**src/rtl/hpi_pkg.sv**
```systemverilog
// ----------------------------------------------------------------------------
// hpi_pkg: shared types and constants
// Command codes, fixed field widths and the CORDIC arctangent table.
// ----------------------------------------------------------------------------
package hpi_pkg;

    localparam int POS_W      = 32;   // Q16.16 position width
    localparam int ANG_W      = 16;   // binary angle, 65536 = one turn
    localparam int CMD_W      = 2;
    localparam int DELTA_W    = 34;   // rounded CORDIC output, covers gain growth
    localparam int SUM_W      = 35;   // position plus delta before saturation
    localparam int ZW         = 33;   // residual angle, 2^32 = one turn
    localparam int MAX_STEPS  = 24;
    localparam int ATAN_IDX_W = 5;

    localparam logic [CMD_W-1:0] CMD_SET  = 2'd0;
    localparam logic [CMD_W-1:0] CMD_MOVE = 2'd1;
    localparam logic [CMD_W-1:0] CMD_TURN = 2'd2;
    localparam logic [CMD_W-1:0] CMD_NOP  = 2'd3;

    // CORDIC gain 0.6072529350 in Q1.31
    localparam logic signed [31:0] GAIN_Q31 = 32'sh4DBA76D4;

    // atan(2^-i) in units of 2^-32 turn
    localparam logic [31:0] ATAN_TURN [MAX_STEPS] = '{
        32'h20000000, 32'h12E4051E, 32'h09FB385B, 32'h051111D4,
        32'h028B0D43, 32'h0145D7E1, 32'h00A2F61E, 32'h00517C55,
        32'h0028BE53, 32'h00145F2F, 32'h000A2F98, 32'h000517CC,
        32'h00028BE6, 32'h000145F3, 32'h0000A2F9, 32'h0000517C,
        32'h000028BE, 32'h0000145F, 32'h00000A2F, 32'h00000517,
        32'h0000028B, 32'h00000145, 32'h000000A2, 32'h00000051
    };

endpackage

```
**src/rtl/hpi_cordic.sv**
```systemverilog
// ----------------------------------------------------------------------------
// hpi_cordic: iterative CORDIC move engine
// Prescales the distance by the CORDIC gain, folds the heading into the
// right half plane, rotates one step a cycle and rounds off the guard bits.
// ----------------------------------------------------------------------------
module hpi_cordic
    import hpi_pkg::*;
#(
    parameter int CORDIC_STEPS = 16,
    parameter int FRAC_BITS    = 16
)
(
    input  logic                      clk,
    input  logic                      rst_n,
    input  logic                      start,
    input  logic signed [POS_W-1:0]   distance,
    input  logic [ANG_W-1:0]          heading,
    output logic                      done,
    output logic signed [DELTA_W-1:0] dx,
    output logic signed [DELTA_W-1:0] dy
);

    localparam int W     = DELTA_W + FRAC_BITS;
    localparam int SHIFT = 31 - FRAC_BITS;
    localparam int NSTEP = (CORDIC_STEPS > MAX_STEPS) ? MAX_STEPS : CORDIC_STEPS;

    localparam logic [1:0] E_IDLE = 2'd0;
    localparam logic [1:0] E_LOAD = 2'd1;
    localparam logic [1:0] E_ITER = 2'd2;
    localparam logic [1:0] E_OUT  = 2'd3;

    logic [1:0]                state_reg;
    logic [ATAN_IDX_W-1:0]     cnt_reg;
    logic                      done_reg;
    logic signed [63:0]        prod_reg;
    logic                      fold_reg;
    logic [ANG_W-1:0]          hz_reg;
    logic signed [W-1:0]       vx_reg;
    logic signed [W-1:0]       vy_reg;
    logic signed [ZW-1:0]      z_reg;
    logic signed [DELTA_W-1:0] dx_reg;
    logic signed [DELTA_W-1:0] dy_reg;

    logic signed [63:0]        prod;
    logic signed [63:0]        scaled;
    logic signed [W-1:0]       v0;
    logic signed [W-1:0]       sx;
    logic signed [W-1:0]       sy;
    logic signed [ZW-1:0]      at;
    logic signed [W-1:0]       rx;
    logic signed [W-1:0]       ry;
    logic signed [W-1:0]       half;

    assign prod   = distance * GAIN_Q31;
    assign scaled = prod_reg >>> SHIFT;
    assign v0     = scaled[W-1:0];
    assign sx     = vx_reg >>> cnt_reg;
    assign sy     = vy_reg >>> cnt_reg;
    assign at     = $signed({1'b0, ATAN_TURN[cnt_reg]});
    assign half   = W'(1) << (FRAC_BITS - 1);
    assign rx     = vx_reg + half;
    assign ry     = vy_reg + half;

    always_ff @(posedge clk or negedge rst_n)
    begin
        if (!rst_n)
        begin
            state_reg <= E_IDLE;
            cnt_reg   <= '0;
            done_reg  <= 1'b0;
        end
        else
        begin
            // deltas land in dx_reg/dy_reg on the E_OUT edge
            done_reg <= (state_reg == E_OUT);
            case (state_reg)
                E_IDLE:
                begin
                    if (start)
                    begin
                        state_reg <= E_LOAD;
                    end
                end
                E_LOAD:
                begin
                    cnt_reg   <= '0;
                    state_reg <= E_ITER;
                end
                E_ITER:
                begin
                    cnt_reg <= cnt_reg + 1'b1;
                    if (cnt_reg == ATAN_IDX_W'(NSTEP - 1))
                    begin
                        state_reg <= E_OUT;
                    end
                end
                E_OUT:
                begin
                    state_reg <= E_IDLE;
                end
                default:
                begin
                    state_reg <= E_IDLE;
                end
            endcase
        end
    end

    // datapath: no reset needed
    always_ff @(posedge clk)
    begin
        if (state_reg == E_IDLE && start)
        begin
            prod_reg <= prod;
            // headings in the left half plane: negate start vector, rotate by half a turn
            fold_reg <= heading[15] ^ heading[14];
            hz_reg   <= heading ^ {heading[15] ^ heading[14], 15'b0};
        end
        if (state_reg == E_LOAD)
        begin
            vx_reg <= fold_reg ? -v0 : v0;
            vy_reg <= '0;
            z_reg  <= $signed({hz_reg[15], hz_reg, 16'b0});
        end
        if (state_reg == E_ITER)
        begin
            if (!z_reg[ZW-1])
            begin
                vx_reg <= vx_reg - sy;
                vy_reg <= vy_reg + sx;
                z_reg  <= z_reg - at;
            end
            else
            begin
                vx_reg <= vx_reg + sy;
                vy_reg <= vy_reg - sx;
                z_reg  <= z_reg + at;
            end
        end
        if (state_reg == E_OUT)
        begin
            dx_reg <= DELTA_W'(rx >>> FRAC_BITS);
            dy_reg <= DELTA_W'(ry >>> FRAC_BITS);
        end
    end

    assign done = done_reg;
    assign dx   = dx_reg;
    assign dy   = dy_reg;

endmodule

```
**config.mk**
```make
export PLATFORM = sky130hd
export DESIGN_NAME = hpi_cordic
export DESIGN_NICKNAME = d
export VERILOG_FILES = /design/src/rtl/hpi_pkg.sv /design/src/rtl/hpi_cordic.sv
export SDC_FILE = /design/constraint.sdc
export NUM_CORES = 2
export LEC_CHECK = 0
export BUFFER_PORTS_ARGS = -buffer_cell sky130_fd_sc_hd__buf_2
export CORE_MARGIN = 1.5
export CORE_UTILIZATION = 46
export CTS_BUF_LIST = sky130_fd_sc_hd__clkbuf_2
export CTS_CLUSTER_SIZE = 20
export DETAILED_ROUTE_END_ITERATION = 10
export PLACE_DENSITY = 0.69
export SYNTH_ARGS = -nofsm -noshare
export SYNTH_HDL_FRONTEND = slang
export SYNTH_SLANG_ARGS = --single-unit
```
**constraint.sdc**
```tcl
create_clock -name clk -period 13.65 [get_ports clk]
set_clock_uncertainty 0.05 [all_clocks]
set_input_delay 1.365 -clock clk [delete_from_list [all_inputs] [get_ports clk]]
set_output_delay 1.365 -clock clk [all_outputs]
set_load 0.05 [all_outputs]
```
-- Yosys cells after proc, flatten, opt, wreduce, memory -nomap -nowiden
Memories as Yosys holds them, arrays and structs flattened.
Index checks and enable logic that the tools add are counted.
- add/sub/neg operators: 10
- $mul: 1
- magnitude comparators: 1
- eq/ne operators: 6
- shift operators: 2
- multiplexer cells: 16
- bitwise logic cells: 3
- reduce and logical (&&, ||, !) cells: 4
- operators with widths (operator ; number):
    50-bit 2-to-1 mux ; 7
    50-bit by 17-bit adder with 50-bit output, second input constant ; 2
    50-bit adder ; 2
    50-bit by 5-bit >>> shifter with 50-bit output ; 2
    50-bit subtractor ; 2
    33-bit 2-to-1 mux ; 3
    32-bit 2-to-1 mux ; 2
    32-bit by 30-bit multiplier with 62-bit output, second input constant ; 1
    49-bit negator with 50-bit output ; 1
    33-bit adder ; 1
    33-bit subtractor ; 1
    16-bit bitwise XOR ; 1
    5-bit one-hot mux with 2 select lines ; 1
    2-bit one-hot mux with 4 select lines ; 1
    6-bit greater-or-equal comparator, second input constant ; 1
    5-bit NOT with 6-bit output ; 1
    5-bit by 1-bit adder with 5-bit output, second input constant ; 1
    5-bit by 4-bit == test with 1-bit output, second input constant ; 1
    2-bit == test, second input constant ; 2
    2-bit 2-to-1 mux ; 2
    2-bit != test, second input constant ; 2
    2-bit by 1-bit == test with 1-bit output, second input constant ; 1
    2-bit zero test ; 1
    2-bit AND reduction ; 1
    3 further kinds ; 3
- register bits after elaboration: 288
- memory bits (read-only): 1024
- input bits: 51
- output and inout bits: 69
- word-level logic and storage cells: 55
- memories kept: 1
- memories (memory ; depth ; bits a word ; rd ports ; clocked after memory_dff ; wr ports ; line ; text):
    (no name shown) ; 32 ; 32 ; 1 ; 0 ; 0 ; hpi_cordic.sv:59 ; assign at = $signed({1'b0, ATAN_TURN[cnt_reg]});

-- Depth between registers and ports, before layout
- depth after elaboration: 7
- gate-level depth with buffers: 32
- depth with buffers taken out: 28

-- Least setup slack after synthesis
No wires, ideal clock.
- path kind: input -> register
- start point: input distance[13]
- end point: register prod_reg[63], data pin
- library setup time: 264 ps
- data arrival time: 8413 ps
- path slack: 4923 ps
- stages on the path: 25
- path buffers: 0
- cell sequence: ha_1 > xor2_1 > ha_1 > a21o_1 > fa_1 > inv_1 > fa_1 > inv_1 > fa_1 > fa_1 > fa_1 > inv_1 > fa_1 > inv_1 > ha_1 > a21o_1 > a221o_1 > or4_1 > a311o_1 > a31oi_1 > o41ai_1 > a41oi_1 > o21ai_1 > a311oi_1 > xnor2_1
- cells in the longest elaborated chain, start to end: 1
- RTL lines (what ; line ; text):
    start, declared ; hpi_cordic.sv:16 ; input logic signed [POS_W-1:0] distance,
    32-bit by 30-bit multiplier with 62-bit output ; hpi_cordic.sv:54 ; assign prod = distance * GAIN_Q31;
    named net prod[63] ; hpi_cordic.sv:44 ; logic signed [63:0] prod;
    end signal, assigned ; hpi_cordic.sv:114 ; prod_reg <= prod;
    end, declared ; hpi_cordic.sv:35 ; logic signed [63:0] prod_reg;
The timed path passes the listed nets, and every way through them passes these cells.
A chain may end at the register's enable or synchronous reset.

-- Worst setup path in the final report
- start point: input distance[9]
- end point: register prod_reg[63], data pin
The elaborated chain is that of the path after synthesis.

==> metrics.txt <==
Final period util=about 65%; Final Max Slew Viols=0; IO buf count=roughly 120; Max FO, Critical Path=8; global-route wire length before repair=about 230 mm; TNS Setup=0 ns; worst hold path endpoint=hz_reg[0]; Distinct cells, synth=115; Synth Area per Inst=just under 10 um2; Bufs on Longest Clock Path=3; Synth Flop Type=edfxtp_1; Synth area leaders=fa_1, edfxtp_1, ha_1, mux4_2, inv_1; Post-Syn Area=around 0.048 mm2; sequential share of the synthesized area=roughly 17%; register bit count reported by yosys=275; Skew-Pair Late Insertion Delay=1.18 ns; initial core utilization=between 40 and 50%; min cycle time layout=just under 9 ns; Cells after Synth=~5k; GRT Util Overall=28.79%; Crit. End Element=register; RSZ-0062 raised after global routing=false; cell with the most instances after synthesis=inv_1; CTS buffer count=72; clock sinks=around 280; ANT nets after route=0; clock slew at reported path FFs=approximately 0.11 ns; Reg-to-Reg End=vy_reg[47]; layout cells sized above 1=10.61%; max_slew headroom=between 10% and 20%; # rows=118; ranking of synthesized cells by instance count=inv_1, ha_1, fa_1; final setup fails=0; Min-Delay Path Class=input port to register; syn_nets=around 6.0k; fmax=approximately 110 MHz; status=finished, final reports clean; Post-synth ARST share=2.909%; Hold Path Origin=heading[0]; pin count of the biggest net entering global routing=between 60 and 70; Ports=120; pin slew with the least headroom to its limit=~1.3 ns; placed wire-length estimate=~130 mm; Worst Hold Path Cells=1; worst reg2reg startpoint=cnt_reg[1]; R2R depth=23; initial antenna violation count=3; global route overflow=0; H-tree lvl count=3; Via density=about 6.0; dominant cell type by area after synthesis=fa_1; via count=between 30k and 40k; cell area after placement=just under 0.05 mm2; total core area=0.1036 mm2; R2R setup slack=roughly 5.0 ns; Area Overhead vs Synth=4.577%; Post-synth EDFFs=roughly 270; Final Hold Vio Count=0; DR iter-0 viols=3750; max-cap violation count=0; DR pass1 iterations=6; cts repair resizes=0; post-synth top area share=a little under a fifth; Die W=326.6 um; number of global-route vias before repair=roughly 38k; Crit Path Category=input port to register; WL final=~160 mm; YS warnings=0; DRC=0; CTS tree=done; critical path data arrival time=a little under 10 ns; Wirelength per Cell=23.98 um; Req. time, crit path=roughly 14 ns; Die Area=between 0.1 and 0.15 mm2; chip height=around 330 um; nets=slightly above 6k; routability cong.=approximately 1.0; root buf cell=clkbuf_2; critical path launch point type=input port; design area=0.05037 mm2
-- timing repair --
item,4_1_cts,5_1_grt
hold buffers,1,0
buffers inserted,0,0
hold endpoints to repair,7,0
-- cell usage in the layout, fill, tap and decap left out, types with 23 or more instances in the layout --
cell / count
nor2b_1: 37
buf_2: 119
nor3_1: 57
nand2_1: 273
inv_1: 690
nand2b_1: 40
o31ai_1: 39
nand3_1: 81
nor2_1: 289
and2_1: 39
o21a_1: 38
xor2_1: 205
fa_1: 440
mux2i_1: 97
a31oi_1: 52
buf_4: 39
and3_1: 69
mux2_2: 69
mux4_2: 116
a21oi_1: 320
edfxtp_1: 267
a211oi_1: 38
a21o_1: 95
clkbuf_2: 92
o21ai_0: 209
xnor2_1: 240
o21bai_1: 23
or3_1: 26
nand4_1: 38
o22ai_1: 27
ha_1: 506
-- critical path, stage by stage --
cell and delay [ns]:
buf_2 0.17, ha_1 0.44, xor2_1 0.21, ha_1 0.22, a21oi_1 0.34, xnor2_1 0.14
ha_1 0.29, inv_1 0.07, fa_1 0.53, inv_1 0.05, fa_1 0.54, fa_1 0.47
fa_1 0.55, inv_1 0.05, fa_1 0.53, inv_1 0.04, ha_1 0.33, nand2_1 0.12
or4_1 0.52, a2111o_1 0.32, a31oi_1 0.44, a31oi_1 0.27, o41ai_1 0.54, a41oi_1 0.33
o21ai_1 0.39, a311oi_1 0.18, xnor2_1 0.16
-- metal layers --
metal | wire, um | vias to the layer above | track usage [%]
met3 | 10250 | 385 | 3.619
met4 | 8955 | 0 | 14.86
met5 | 0 | - | 0
met2 | 72690 | 1666 | 47.45
li1 | - | 17712 | -
met1 | 63190 | 18879 | 37.15
-- cell families after synthesis --
| group | share of synthesized area, % |
|---|---|
| xor gates and xnor gates | 8.138 |
| and+or+nand+nor | 11.02 |
| buffers and inverters | 7.959 |
| adders and majority gates | 31.51 |
| DFF | 17.06 |
| muxes | 9.948 |
| AOI/OAI and AO/OA | 14.37 |
-- metrics by stage --
stage,setup slack (ns),util [%],std cells,hold slack [ns]
after floorplan,4.923,-,5016,0.4484
after global placement,3.882,47.88,6336,0.4811
after detailed placement,3.703,47.88,6336,0.4931
after CTS,4.946,48.59,6462,0.2364
after global routing,4.448,48.60,6466,0.2706
final,4.830,48.60,6468,0.3644
-- worst max path at each step --
stage / from / end / depth (start not counted)
detailed placement: distance[31] / prod_reg[63] / 26
global placement: distance[9] / prod_reg[63] / 27
floorplan: distance[13] / prod_reg[63] / 25
CTS: distance[9] / prod_reg[63] / 27
finish: distance[9] / prod_reg[63] / 27
global route: distance[10] / prod_reg[63] / 27
-- area by class of cell --
cell class                 count  area (um2)
antenna                        6       15.01
multi-input combinational   3827       36160
clock inverter                33       261.5
timing repair buffer         159       898.4
tap                         1380        1727
sequential                   275        8237
fill                        9931       53270
clock buffer                  92       460.4
inverter                     696        2614
Power is left out: the tool's default activity adds up to more than one toggle a clock period on the data nets, which glitch-free logic cannot reach.
